### config.mk
export PLATFORM = sky130hd
export DESIGN_NAME = fir_filter_soft_clip
export DESIGN_NICKNAME = d
export VERILOG_FILES = /design/src/rtl/core/fsc_pkg.sv /design/src/rtl/core/fsc_mac.sv /design/src/rtl/core/fir_filter_soft_clip.sv
export SDC_FILE = /design/constraint.sdc
export NUM_CORES = 2
export LEC_CHECK = 0
export BUFFER_PORTS_ARGS = -buffer_cell sky130_fd_sc_hd__buf_2
export CAP_MARGIN = 20
export CORE_ASPECT_RATIO = 0.8
export CORE_MARGIN = 2
export CORE_UTILIZATION = 30
export DETAILED_ROUTE_END_ITERATION = 6
export SLEW_MARGIN = 20
export SYNTH_ARGS = -nofsm -noshare
export SYNTH_HDL_FRONTEND = slang
export SYNTH_SLANG_ARGS = --single-unit
### constraint.sdc
create_clock -name clk_i -period 15.3 [get_ports clk_i]
set_input_delay 3.06 -clock clk_i [delete_from_list [all_inputs] [get_ports clk_i]]
set_output_delay 3.06 -clock clk_i [all_outputs]
set_load 0.05 [all_outputs]
### src/rtl/core/fsc_pkg.sv
// Shared types, constants and cosine-table function for the FIR soft-clip filter.
`default_nettype none

package fsc_pkg;

  // Stream layout
  localparam int unsigned S_TDATA_W = 40;
  localparam int unsigned M_TDATA_W = 16;
  localparam int unsigned SMP_W     = 16;
  localparam int unsigned CIDX_W    = 4;

  // Transaction kinds carried in tuser
  localparam logic CMD_SAMPLE = 1'b0;
  localparam logic CMD_COEFF  = 1'b1;

  // Rounding from Q14
  localparam int unsigned FRAC_W    = 14;
  localparam int unsigned ROUND_ADD = 8192;

  // Soft clipper
  localparam int unsigned CLIP_MAX_AMP = 32767;
  localparam int unsigned CLIP_THRESH  = 29490;
  localparam int unsigned CLIP_WINDOW  = CLIP_MAX_AMP - CLIP_THRESH;
  localparam int unsigned OVER_W       = 12;
  localparam int unsigned MAG_W        = 17;

  // Quarter-cosine table, Q15
  localparam int unsigned COS_TABLE_DEPTH = 256;
  localparam int unsigned COS_IDX_W       = $clog2(COS_TABLE_DEPTH);
  localparam int unsigned COS_W           = 15;
  localparam logic [63:0] HALF_PI_Q30     = 64'd1686629713;
  localparam logic [63:0] TAYLOR_DIV [7]  = '{64'd2, 64'd12, 64'd30, 64'd56,
                                              64'd90, 64'd132, 64'd182};

  // idx = floor(over * DEPTH / WINDOW) by reciprocal multiply plus one correction
  localparam int unsigned RECIP_SHIFT = 24;
  localparam int unsigned RECIP_W     = 21;
  localparam longint unsigned RECIP   =
    (longint'(COS_TABLE_DEPTH) << RECIP_SHIFT) / longint'(CLIP_WINDOW);
  localparam int unsigned REM_W       = 21;

  // Shared multiplier operand widths
  localparam int unsigned MUL_A_W = 17;
  localparam int unsigned MUL_B_W = 22;
  localparam int unsigned MUL_P_W = MUL_A_W + MUL_B_W;

  // Sequencer states
  typedef enum logic [3:0] {
    S_IDLE,
    S_MAC,
    S_DRAIN,
    S_ROUND,
    S_MAG,
    S_DIV,
    S_FIX,
    S_COS,
    S_SCALE
  } fsc_state_e;

  // Control of the shared multiply-accumulate unit
  typedef struct packed {
    logic mul_en;
    logic acc_clr;
    logic acc_en;
  } fsc_mac_ctrl_t;

  // One Q15 entry of cos(pi/2 * k / DEPTH), Taylor series in Q30
  function automatic logic [15:0] cos_entry(input int unsigned k);
    logic [63:0]        theta;
    logic [63:0]        t2;
    logic [63:0]        term;
    logic signed [63:0] sum;
    logic [63:0]        q;
    theta = (64'(k) * HALF_PI_Q30) / 64'(COS_TABLE_DEPTH);
    t2    = (theta * theta) >> 30;
    term  = 64'd1 << 30;
    sum   = signed'(term);
    for (int n = 0; n < 7; n++) begin
      term = ((term * t2) >> 30) / TAYLOR_DIV[n];
      if ((n & 1) == 0) begin
        sum = sum - signed'(term);
      end else begin
        sum = sum + signed'(term);
      end
    end
    if (sum < 0) begin
      sum = '0;
    end
    q = (unsigned'(sum) + 64'd16384) >> 15;
    if (q > 64'd32767) begin
      q = 64'd32767;
    end
    return q[15:0];
  endfunction

endpackage

`default_nettype wire

### src/rtl/core/fsc_mac.sv
// Shared multiplier with product register and wide accumulator.
`default_nettype none

module fsc_mac
  import fsc_pkg::*;
#(
  parameter int unsigned ACC_W = 36
) (
  input  wire                              clk_i,
  input  wire fsc_mac_ctrl_t               ctrl_i,
  input  wire logic signed [MUL_A_W-1:0]   op_a_i,
  input  wire logic signed [MUL_B_W-1:0]   op_b_i,
  output logic signed [MUL_P_W-1:0]        prod_o,
  output logic signed [ACC_W-1:0]          acc_o
);

  logic signed [MUL_P_W-1:0] prod_q;
  logic signed [ACC_W-1:0]   acc_q;

  // Registered product
  always_ff @(posedge clk_i) begin
    if (ctrl_i.mul_en) begin
      prod_q <= op_a_i * op_b_i;
    end
  end

  // Accumulate tap products; each fits the accumulator width
  always_ff @(posedge clk_i) begin
    if (ctrl_i.acc_clr) begin
      acc_q <= '0;
    end else if (ctrl_i.acc_en) begin
      acc_q <= acc_q + $signed(prod_q[ACC_W-1:0]);
    end
  end

  assign prod_o = prod_q;
  assign acc_o  = acc_q;

endmodule

`default_nettype wire

### src/rtl/core/fir_filter_soft_clip.sv
// Top level: TAPS-tap FIR over a circular delay line with a cosine soft clipper.
//
//  channel   dir  handshake                      payload
//  s_axis    in   s_axis_tvalid / s_axis_tready  tdata: sample_in, coeff_index, coeff_value
//                                                tuser: cmd
//  m_axis    out  m_axis_tvalid / m_axis_tready  tdata: sample_out; tuser: clipped
//
//  A sample transaction keeps the block busy after acceptance (one multiply-accumulate
//  per tap through the one shared multiplier, pipeline drain, then rounding and soft
//  clipping in S_ROUND, S_MAG, S_DIV, S_FIX, S_COS, S_SCALE); no new transaction is
//  taken until it is back in S_IDLE. A coefficient write is taken in S_IDLE.
//  Reset clears delay line, coefficients (through per-entry valid bits) and pointers.
//  A finished result waits in the output register; the next sample is accepted
//  meanwhile and only its final step stalls if the result is still not taken.
`default_nettype none

module fir_filter_soft_clip
  import fsc_pkg::*;
#(
  parameter int unsigned TAPS = 16
) (
  input  wire                    clk_i,
  input  wire                    rst_ni,
  input  wire                    s_axis_tvalid,
  output logic                   s_axis_tready,
  // [15:0] sample_in, [19:16] coeff_index, [35:20] coeff_value, [39:36] zero
  input  wire [S_TDATA_W-1:0]    s_axis_tdata,
  // [0] cmd
  input  wire [0:0]              s_axis_tuser,
  output logic                   m_axis_tvalid,
  input  wire                    m_axis_tready,
  // [15:0] sample_out
  output logic [M_TDATA_W-1:0]   m_axis_tdata,
  // [0] clipped
  output logic [0:0]             m_axis_tuser
);

  localparam int unsigned PTR_W = (TAPS > 1) ? $clog2(TAPS) : 1;
  localparam int unsigned ACC_W = 32 + PTR_W;
  localparam int unsigned RND_W = ACC_W + 1;
  localparam int unsigned Y_W   = RND_W - FRAC_W;
  localparam logic [PTR_W-1:0] PTR_LAST = PTR_W'(TAPS - 1);

  // Input unpacking
  logic                     in_cmd;
  logic signed [SMP_W-1:0]  in_sample;
  logic [CIDX_W-1:0]        in_cidx;
  logic signed [SMP_W-1:0]  in_cval;
  logic                     accept;
  logic                     smp_acc;
  logic                     cf_wr;
  logic [PTR_W-1:0]         cf_waddr;

  assign in_cmd    = s_axis_tuser[0];
  assign in_sample = $signed(s_axis_tdata[15:0]);
  assign in_cidx   = s_axis_tdata[19:16];
  assign in_cval   = $signed(s_axis_tdata[35:20]);
  assign accept    = s_axis_tvalid & s_axis_tready;
  assign smp_acc   = accept & (in_cmd == CMD_SAMPLE);
  assign cf_wr     = accept & (in_cmd == CMD_COEFF) & (32'(in_cidx) < 32'(TAPS));
  assign cf_waddr  = PTR_W'(in_cidx);

  // Sequencer and pointer state
  fsc_state_e        state_q, state_d;
  logic [PTR_W-1:0]  cnt_q, cnt_d;
  logic [PTR_W-1:0]  wp_q, wp_d;
  logic [PTR_W-1:0]  rp_q, rp_d;
  logic              rd_vld_q;
  logic              mul_vld_q;
  logic              out_vld_q, out_vld_d;
  logic              out_load;

  function automatic logic [PTR_W-1:0] ptr_inc(input logic [PTR_W-1:0] p);
    return (p == PTR_LAST) ? '0 : p + 1'b1;
  endfunction

  // Delay line and coefficient store
  logic signed [SMP_W-1:0] dl_mem [TAPS];
  logic signed [SMP_W-1:0] cf_mem [TAPS];
  logic [TAPS-1:0]         dl_vld_q;
  logic [TAPS-1:0]         cf_vld_q;
  logic signed [SMP_W-1:0] dl_rd_q;
  logic signed [SMP_W-1:0] cf_rd_q;
  logic                    dl_rv_q;
  logic                    cf_rv_q;

  always_ff @(posedge clk_i) begin
    if (cf_wr) begin
      cf_mem[cf_waddr] <= in_cval;
    end
    if (smp_acc) begin
      dl_mem[wp_q] <= in_sample;
    end
    cf_rd_q <= cf_mem[cnt_q];
    dl_rd_q <= dl_mem[rp_q];
  end

  // Entry valid bits; an unwritten entry reads as zero
  always_ff @(posedge clk_i or negedge rst_ni) begin
    if (!rst_ni) begin
      dl_vld_q  <= '0;
      cf_vld_q  <= '0;
      dl_rv_q   <= 1'b0;
      cf_rv_q   <= 1'b0;
      rd_vld_q  <= 1'b0;
      mul_vld_q <= 1'b0;
    end else begin
      if (cf_wr) begin
        cf_vld_q[cf_waddr] <= 1'b1;
      end
      if (smp_acc) begin
        dl_vld_q[wp_q] <= 1'b1;
      end
      cf_rv_q   <= cf_vld_q[cnt_q];
      dl_rv_q   <= dl_vld_q[rp_q];
      rd_vld_q  <= (state_q == S_MAC);
      mul_vld_q <= rd_vld_q;
    end
  end

  // Cosine table, constant logic
  logic [15:0] cos_tbl [COS_TABLE_DEPTH];
  for (genvar k = 0; k < COS_TABLE_DEPTH; k++) begin : g_cos
    assign cos_tbl[k] = cos_entry(k);
  end

  // Shared multiply-accumulate unit
  fsc_mac_ctrl_t                mac_ctrl;
  logic signed [MUL_A_W-1:0]    op_a;
  logic signed [MUL_B_W-1:0]    op_b;
  logic signed [MUL_P_W-1:0]    prod;
  logic signed [ACC_W-1:0]      acc;

  fsc_mac #(
    .ACC_W (ACC_W)
  ) u_mac (
    .clk_i  (clk_i),
    .ctrl_i (mac_ctrl),
    .op_a_i (op_a),
    .op_b_i (op_b),
    .prod_o (prod),
    .acc_o  (acc)
  );

  // Post-processing registers
  logic signed [SMP_W-1:0]  y_q;
  logic                     hit_q;
  logic [OVER_W-1:0]        over_q;
  logic [COS_IDX_W:0]       idx_q;
  logic signed [SMP_W-1:0]  out_data_q;
  logic                     out_clip_q;

  // Rounding and saturation
  logic signed [RND_W-1:0]  rnd;
  logic signed [Y_W-1:0]    ysh;
  logic signed [SMP_W-1:0]  y_sat;

  always_comb begin
    rnd = RND_W'(acc) + RND_W'(ROUND_ADD);
    ysh = Y_W'(rnd >>> FRAC_W);
    if (ysh > Y_W'(32767)) begin
      y_sat = 16'sd32767;
    end else if (ysh < -Y_W'(32768)) begin
      y_sat = -16'sd32768;
    end else begin
      y_sat = ysh[SMP_W-1:0];
    end
  end

  // Magnitude and overshoot
  logic signed [MAG_W-1:0]  y_ext;
  logic [MAG_W-1:0]         mag;
  logic [MAG_W-1:0]         ov;
  logic                     hit_d;
  logic [OVER_W-1:0]        over_d;

  always_comb begin
    y_ext  = MAG_W'(y_q);
    mag    = y_ext[MAG_W-1] ? unsigned'(-y_ext) : unsigned'(y_ext);
    hit_d  = (mag >= MAG_W'(CLIP_THRESH));
    ov     = mag - MAG_W'(CLIP_THRESH);
    over_d = (ov > MAG_W'(CLIP_WINDOW)) ? OVER_W'(CLIP_WINDOW) : ov[OVER_W-1:0];
  end

  // Table index correction after reciprocal multiply
  logic [COS_IDX_W:0]  q0;
  logic [REM_W-1:0]    rem;
  logic [COS_IDX_W:0]  idx_d;

  always_comb begin
    q0    = prod[RECIP_SHIFT+COS_IDX_W:RECIP_SHIFT];
    rem   = (REM_W'(over_q) << COS_IDX_W) - REM_W'(q0) * REM_W'(CLIP_WINDOW);
    idx_d = q0 + ((rem >= REM_W'(CLIP_WINDOW)) ? 1'b1 : 1'b0);
  end

  // Cosine lookup, zero past the table end
  logic [COS_W-1:0] cos_val;
  assign cos_val = idx_q[COS_IDX_W] ? '0 : cos_tbl[idx_q[COS_IDX_W-1:0]][COS_W-1:0];

  // Final scaling and sign
  logic [26:0]              sc;
  logic [SMP_W-1:0]         m_mag;
  logic signed [SMP_W-1:0]  res;
  logic                     clip;

  always_comb begin
    sc    = prod[26:0] + 27'd16384;
    m_mag = SMP_W'(CLIP_THRESH) + SMP_W'(sc[26:15]);
    if (hit_q) begin
      res = y_q[SMP_W-1] ? -$signed(m_mag) : $signed(m_mag);
    end else begin
      res = y_q;
    end
    clip = hit_q && (res != y_q);
  end

  // Next-state logic
  always_comb begin
    state_d = state_q;
    case (state_q)
      S_IDLE:  if (smp_acc) state_d = S_MAC;
      S_MAC:   if (cnt_q == PTR_LAST) state_d = S_DRAIN;
      S_DRAIN: if (!rd_vld_q && !mul_vld_q) state_d = S_ROUND;
      S_ROUND: state_d = S_MAG;
      S_MAG:   state_d = S_DIV;
      S_DIV:   state_d = S_FIX;
      S_FIX:   state_d = S_COS;
      S_COS:   state_d = S_SCALE;
      S_SCALE: if (!out_vld_q || m_axis_tready) state_d = S_IDLE;
      default: state_d = S_IDLE;
    endcase
  end

  // Sequencer outputs
  always_comb begin
    s_axis_tready    = 1'b0;
    mac_ctrl.mul_en  = 1'b0;
    mac_ctrl.acc_clr = 1'b0;
    mac_ctrl.acc_en  = mul_vld_q;
    op_a             = '0;
    op_b             = '0;
    out_load         = 1'b0;
    case (state_q)
      S_IDLE: begin
        s_axis_tready = 1'b1;
        // Clear the accumulator as a sample transaction is taken
        mac_ctrl.acc_clr = s_axis_tvalid & (in_cmd == CMD_SAMPLE);
      end
      S_DIV: begin
        mac_ctrl.mul_en = 1'b1;
        op_a = $signed(MUL_A_W'(over_q));
        op_b = $signed(MUL_B_W'(RECIP));
      end
      S_COS: begin
        mac_ctrl.mul_en = 1'b1;
        op_a = $signed(MUL_A_W'(over_q));
        op_b = $signed(MUL_B_W'(cos_val));
      end
      S_SCALE: begin
        out_load = !out_vld_q || m_axis_tready;
      end
      default: begin
      end
    endcase
    // Tap products from the registered memory reads
    if (rd_vld_q) begin
      mac_ctrl.mul_en = 1'b1;
      op_a = cf_rv_q ? MUL_A_W'(cf_rd_q) : '0;
      op_b = dl_rv_q ? MUL_B_W'(dl_rd_q) : '0;
    end
  end

  // Pointer and counter updates
  always_comb begin
    cnt_d = cnt_q;
    wp_d  = wp_q;
    rp_d  = rp_q;
    if (smp_acc) begin
      cnt_d = '0;
      wp_d  = ptr_inc(wp_q);
      rp_d  = ptr_inc(wp_q);
    end else if (state_q == S_MAC) begin
      cnt_d = cnt_q + 1'b1;
      rp_d  = ptr_inc(rp_q);
    end
  end

  // Output register handshake
  always_comb begin
    out_vld_d = out_vld_q;
    if (out_load) begin
      out_vld_d = 1'b1;
    end else if (m_axis_tready) begin
      out_vld_d = 1'b0;
    end
  end

  // Control registers
  always_ff @(posedge clk_i or negedge rst_ni) begin
    if (!rst_ni) begin
      state_q   <= S_IDLE;
      cnt_q     <= '0;
      wp_q      <= '0;
      rp_q      <= '0;
      out_vld_q <= 1'b0;
    end else begin
      state_q   <= state_d;
      cnt_q     <= cnt_d;
      wp_q      <= wp_d;
      rp_q      <= rp_d;
      out_vld_q <= out_vld_d;
    end
  end

  // Datapath registers
  always_ff @(posedge clk_i) begin
    if (state_q == S_ROUND) begin
      y_q <= y_sat;
    end
    if (state_q == S_MAG) begin
      hit_q  <= hit_d;
      over_q <= over_d;
    end
    if (state_q == S_FIX) begin
      idx_q <= idx_d;
    end
    if (out_load) begin
      out_data_q <= res;
      out_clip_q <= clip;
    end
  end

  assign m_axis_tvalid   = out_vld_q;
  assign m_axis_tdata    = out_data_q;
  assign m_axis_tuser[0] = out_clip_q;

  // A new result only comes out of the final scaling step
  a_out_from_scale: assert property (@(posedge clk_i) disable iff (!rst_ni)
    $rose(out_vld_q) |-> $past(state_q == S_SCALE))
    else $error("result appeared outside the scaling step");

  // The accumulator is settled before rounding reads it
  a_acc_settled: assert property (@(posedge clk_i) disable iff (!rst_ni)
    (state_q == S_ROUND) |-> (!rd_vld_q && !mul_vld_q))
    else $error("rounding started with taps still in flight");

  // A clipped result stays at or above the threshold in magnitude
  a_clip_range: assert property (@(posedge clk_i) disable iff (!rst_ni)
    (out_vld_q && out_clip_q) |->
      (out_data_q >= $signed(SMP_W'(CLIP_THRESH)) ||
       out_data_q <= -$signed(SMP_W'(CLIP_THRESH))))
    else $error("clipped result below threshold");

  // Input is refused while a sample is being filtered
  a_busy_no_accept: assert property (@(posedge clk_i) disable iff (!rst_ni)
    (state_q == S_MAC || state_q == S_DRAIN) |-> !s_axis_tready)
    else $error("input accepted during filtering");

endmodule

`default_nettype wire
Yosys cells after proc, flatten, opt, wreduce, memory -nomap -nowiden --
Memory sizes are Yosys's and may differ from the RTL's. A register that Yosys moved wholly into a read port is not among the register bits. Index checks and enable logic that the tools add are counted.
Storage, ports and cells: register bits 180, RAM bits 512, ROM bits 4096, input bits 45, output and inout port bits 19, word-level logic and storage cells 129, memories kept 3
Operators by class: add/subtract/negate cells 12, multiply operators 2, magnitude comparators 12, eq/ne operators 16, muxes and demuxes 44, bitwise operators 8, reductions and logical operators 13
Memory list:
- (name not given) | depth 256, width 16, rd ports 1, clocked after Yosys merged registers in 0, wr ports 0, line fir_filter_soft_clip.sv:198 | assign cos_val = idx_q[COS_IDX_W] ? '0 : cos_tbl[idx_q[COS_IDX_W-1:0]][COS_W-1:0];
- cf_mem | depth 16, width 16, rd ports 1, clocked after Yosys merged registers in 1, wr ports 1, line fir_filter_soft_clip.sv:79 | logic signed [SMP_W-1:0] cf_mem [TAPS];
- dl_mem | depth 16, width 16, rd ports 1, clocked after Yosys merged registers in 1, wr ports 1, line fir_filter_soft_clip.sv:78 | logic signed [SMP_W-1:0] dl_mem [TAPS];
Operators by type and width (number):
- two-way mux 17 bit | 3
- two-way mux 16 bit | 3
- two-way mux 15 bit | 3
- two-way mux 22 bit | 2
- case mux 21 bit (2 select lines) | 1
- two-way mux 4 bit | 10
- adder 36 x 15 -> 37 bit (second input constant) | 1
- adder 36 bit | 1
- multiplier 17 x 22 -> 36 bit | 1
- case mux 4 bit (9 select lines) | 1
- OR 16 bit | 2
- adder 27 x 15 -> 27 bit (second input constant) | 1
- > comparator 23 x 16 -> 1 bit (second input constant) | 1
- < comparator 23 x 16 -> 1 bit (second input constant) | 1
- >= comparator 21 x 12 -> 1 bit (second input constant) | 1
- multiplier 9 x 12 -> 21 bit (second input constant) | 1
- subtractor 20 x 21 -> 21 bit | 1
- < comparator 4 x 5 -> 1 bit (second input constant) | 4
- >= comparator 17 x 15 -> 1 bit (second input constant) | 1
- > comparator 17 x 12 -> 1 bit (second input constant) | 1
- negator 16 -> 17 bit | 1
- subtractor 17 x 15 -> 17 bit (second input constant) | 1
- adder 15 x 12 -> 16 bit (first input constant) | 1
- == test 4 x 3 -> 1 bit (second input constant) | 4
- other kinds (24) | 60

Longest topological paths before layout --
depth after elaboration 8, mapped depth 38, depth with buffers taken out 37

Cells and area by module --
From an unflattened synthesis, not the netlist that was laid out.
Unflattened totals: cell total of the unflattened synthesis 4496, area total of the unflattened synthesis 51525.7 um^2
By module, submodules not included:
- fir_filter_soft_clip | times used 1, cells an instance 2604, area each 33937.5 um^2, seq. area each 18993.2 um^2
- fsc_mac | times used 1, cells an instance 1892, area each 17588.1 um^2, seq. area each 1891.8 um^2

Least setup slack after synthesis --
OpenSTA, ideal clock, no wires.
path kind register to register, start register idx_q[1], end register u_mac.prod_q[33] (netlist: u_mac.prod_o[33]), data pin, setup time 0.258 ns, data arrival time 8.407 ns, data required time 15.042 ns, slack 6.635 ns, stages on the path, launching flop included 34, path buffers 2, clock period less this slack 8.665 ns, path through edfxtp_1 > clkinv_1 > ha_1 > clkbuf_1 > nand2_1 > a21oi_1 > a311oi_1 > o21ai_0 > o211ai_1 > a211oi_1 > o41ai_1 > clkbuf_1 > nand3_1 > fa_1 > inv_1 > fa_1 > fa_1 > fa_1 > fa_1 > inv_1 > fa_1 > inv_1 > ha_1 > a21o_1 > a21o_1 > a21o_1 > a21o_1 > a21oi_1 > o21ai_0 > a22oi_1 > a211oi_1 > a31o_2 > a21oi_1 > xnor2_1
On the way: longest elaborated chain between the ends 8
Ends and longest elaborated chain:
- start, declared | line fir_filter_soft_clip.sv:149 | logic [COS_IDX_W:0] idx_q;
- start signal, assigned | line fir_filter_soft_clip.sv:325 | idx_q <= idx_d;
- inverter 8 -> 9 bit (implied by the code) | line fir_filter_soft_clip.sv:198
- memory read (256 x 16 bit)
- two-way mux 15 bit (implied by the code) (2 in series) | line fir_filter_soft_clip.sv:198
- two-way mux 15 bit | line fir_filter_soft_clip.sv:198
- case mux 21 bit (2 select lines) | line fir_filter_soft_clip.sv:243 | case (state_q)
- two-way mux 22 bit | line fir_filter_soft_clip.sv:266 | if (rd_vld_q) begin
- multiplier 17 x 22 -> 36 bit | line fsc_mac.sv:23 | prod_q <= op_a_i * op_b_i;
- end signal, assigned | line fsc_mac.sv:23
- end, declared | line fsc_mac.sv:17 | logic signed [MUL_P_W-1:0] prod_q;
No other way between the ends. The select of a mux whose other input is x is not followed. A chain may end at the register's enable or synchronous reset.

Final worst setup path --
Ends and elaborated chain as after synthesis.

==> flow_metrics.tcl <==
set metrics [dict create \
    status "complete, no violations" \
    antenna_found_initial 12 \
    fmax_mhz 87.78 \
    synth_top_family_by_area "adder cells" \
    wire_per_inst_um 20.49 \
    path_clk_slew_ns 0.07 \
    final_common_cell "edfxtp_1" \
    grt_max_degree 165 \
    place_ws_ns 4.514 \
    vias 32960 \
    grtUsageTotal 0.1572 \
    synth_edf_count 603 \
    path_class "flop to flop" \
    dp_hpwl_um 94830 \
    post_cts_resized 0 \
    min_period_over_period 0.7446 \
    ir_drop_uv 568.6 \
    die_w_um 458.1 \
    hold_depth 1 \
    synth_fa_ha_area_frac 0.2082 \
    timing.final.crit_period_ns 11.39 \
    reg2reg_slack_ns 3.91 \
    min_to "dl_vld_q[2]" \
    clock_path_buffers 3 \
    crit_family "adder cells" \
    drt_wl_total_um 132600 \
    synth_seq_area_share 0.4201 \
    ys_async_sr_fraction 0.07320 \
    max_slew_margin 0.1383 \
    gp_congestion 0.9105 \
    utilization 0.3358 \
    worst_setup_path_start_kind "flop" \
    yosys.area_share.simple 0.1065 \
    cts_max_level 3 \
    syn-num-nets 4877 \
    post_cts_buffers 0 \
    r2r_cells 30 \
    synth_xor_area_frac 0.03064 \
    io_buffers 59 \
    finalWorstSetupSlack_ns 3.908 \
    worst-path-buf-inv 5 \
    drt-vias-per-instance 5.092 \
    crit_path_end_kind "flop" \
    multi_input_area_sq_mm 0.02604 \
    drtIter0Drc 3487 \
    power.density_mw_per_mm2 235.8 \
    cts-root-buf "clkbuf_16" \
    synth.ff_latch_count 724 \
    insertion_delay_ns 0.72 \
    setup_tns_ns 0 \
    synth_area_leaders "edfxtp_1, fa_1, mux4_2" \
    seqCellArea_sq_mm 0.02081 \
    synthFlopType "edfxtp_1" \
    worstReg2RegEnd "u_mac.prod_o[33]" \
    required_ns 15.68 \
    rsz0062_at_grt "no" \
    r2r-start "idx_q[1]" \
    grt_first_pass_wirelength_um 204600 \
    pin_count 64 \
    grt_pass1_vias 33090 \
    grt_overflow 0 \
    skew_ns 0.1064 \
    hold_class "flop to flop" \
    clock_sinks 724 \
    yosys_warnings 0 \
    cp_max_fo 21 \
    cts_tree "built" \
    drv_slew 0 \
    synthesis.area_sq_mm 0.04950 \
    synth_compound_area_frac 0.08817 \
    hp-start "dl_vld_q[2]" \
    layout_common_cells "edfxtp_1, inv_1, fa_1" \
    ant_nets 0 \
    initial_core_util 0.3017 \
    setup_violations 0 \
    dr.pass1.iters 6 \
    fin_nets 4891 \
    die_area_sq_mm 0.1683 \
    core_area_sq_mm 0.1641 \
    numCtsBuffers 74 \
    cp_slowest_stage_delay_ns 1.09 \
    syn_inst 4235 \
    yosysUniqueCellTypes 95 \
    crit_slowest_cell "a2111oi_0" \
    tightest_slew_ns 1.260 \
    hold_violations 0 \
    rows 133 \
    synthMuxAreaShare 0.09032 \
    post-synth-top-area-cell "edfxtp_1" \
    fillers 16230 \
    max_cap_violations 0 \
    syn_avg_cell_area_sq_um 11.69 \
    ctsHoldBuffers 0 \
    areaGrowthSynthToFinish_pct 11.33 \
    drive_above_1_share 0.1294 \
    die_y_um 367.3 \
    cp.arrival_ns 11.78 \
    crit_top_cell "fa_1" \
    p_leak_nw 21.40 \
    hold_ws_ns 0.4642 \
    yosysTopAreaCellShare 0.3658 \
    drcViolationCount 0 \
]
[report_power, final]
group	switching [mW]	internal [mW]
combinational	4.67	3.53
sequential	0.377	2.49
clock	0.835	1.09
total	5.88	7.11
[kinds of logic after synthesis]
kind of cell	Yosys count
AO/OA/AOI/OAI	679
flip-flops	724
adder cells (fa/ha/maj)	597
AND/OR/NAND/NOR	1107
buffers and inverters	732
XOR/XNOR	170
multiplexers	226
[Yosys cell counts (all sizes together) (58+ instances only)]
cell type and count:
edfxtp 603, nor3 61, dfxtp 68, ha 219, o21ai 165, nand2 293
clkbuf 154, nand3 79, xnor2 114, a21oi 186, or2 58, inv 524
nor2 342, fa 378, mux4 176
[state kept, by name, indices dropped and copies added (netlist names), 4 cells and up]
signal and cells:
wp_q 4, m_axis_tdata 16, dl_mem 256, over_q 12, cf_mem 256, y_q 16, state_q 4, idx_q 9
rp_q 4, dl_rd_q 16, cf_rd_q 16, cnt_q 4, u_mac.prod_o 36, dl_vld_q 16, u_mac.acc_o 36, cf_vld_q 16
[layout make-up]
type | count | area share
diodes | 3 | 0.0001362
clock buffers | 103 | 0.03896
clock inverters | 35 | 0.008901
inverters | 530 | 0.03610
multi-input cells | 2779 | 0.4725
flip-flops and latches | 724 | 0.3776
well taps | 2160 | 0.04904
repair buffers | 140 | 0.01676
[metrics by stage]
step	power, mW	instances	instance area [sq um]
2_1_floorplan	9.104	4235	49500
3_3_place_gp	10.91	6332	52430
3_5_place_dp	11.04	6332	52430
4_1_cts	13.03	6470	55070
5_1_grt	14.17	6472	55100
6_report	12.99	6474	55110
[worst max path at each step]
stage / start / endpoint / slack [ns] / depth (start not counted)
after floorplan: idx_q[1] / u_mac.prod_o[33] / 6.64 / 33
after global placement: idx_q[1] / u_mac.prod_o[33] / 4.41 / 30
after CTS: idx_q[1] / u_mac.prod_o[33] / 4.37 / 30
after global routing: idx_q[1] / u_mac.prod_o[33] / 3.68 / 30
final: idx_q[1] / u_mac.prod_o[33] / 3.91 / 30
after detailed placement: idx_q[1] / u_mac.prod_o[33] / 4.51 / 30
[metal layers]
metal  global-route usage  vias up  share of wire
met2               0.2362     1247           0.44
met3              0.03273      165          0.080
li1                     -    14880              -
met5                    0        -        0.00040
met4              0.03154       10          0.017
met1               0.2331    16660           0.47
Note: power is estimated with default switching activity, not from simulation.
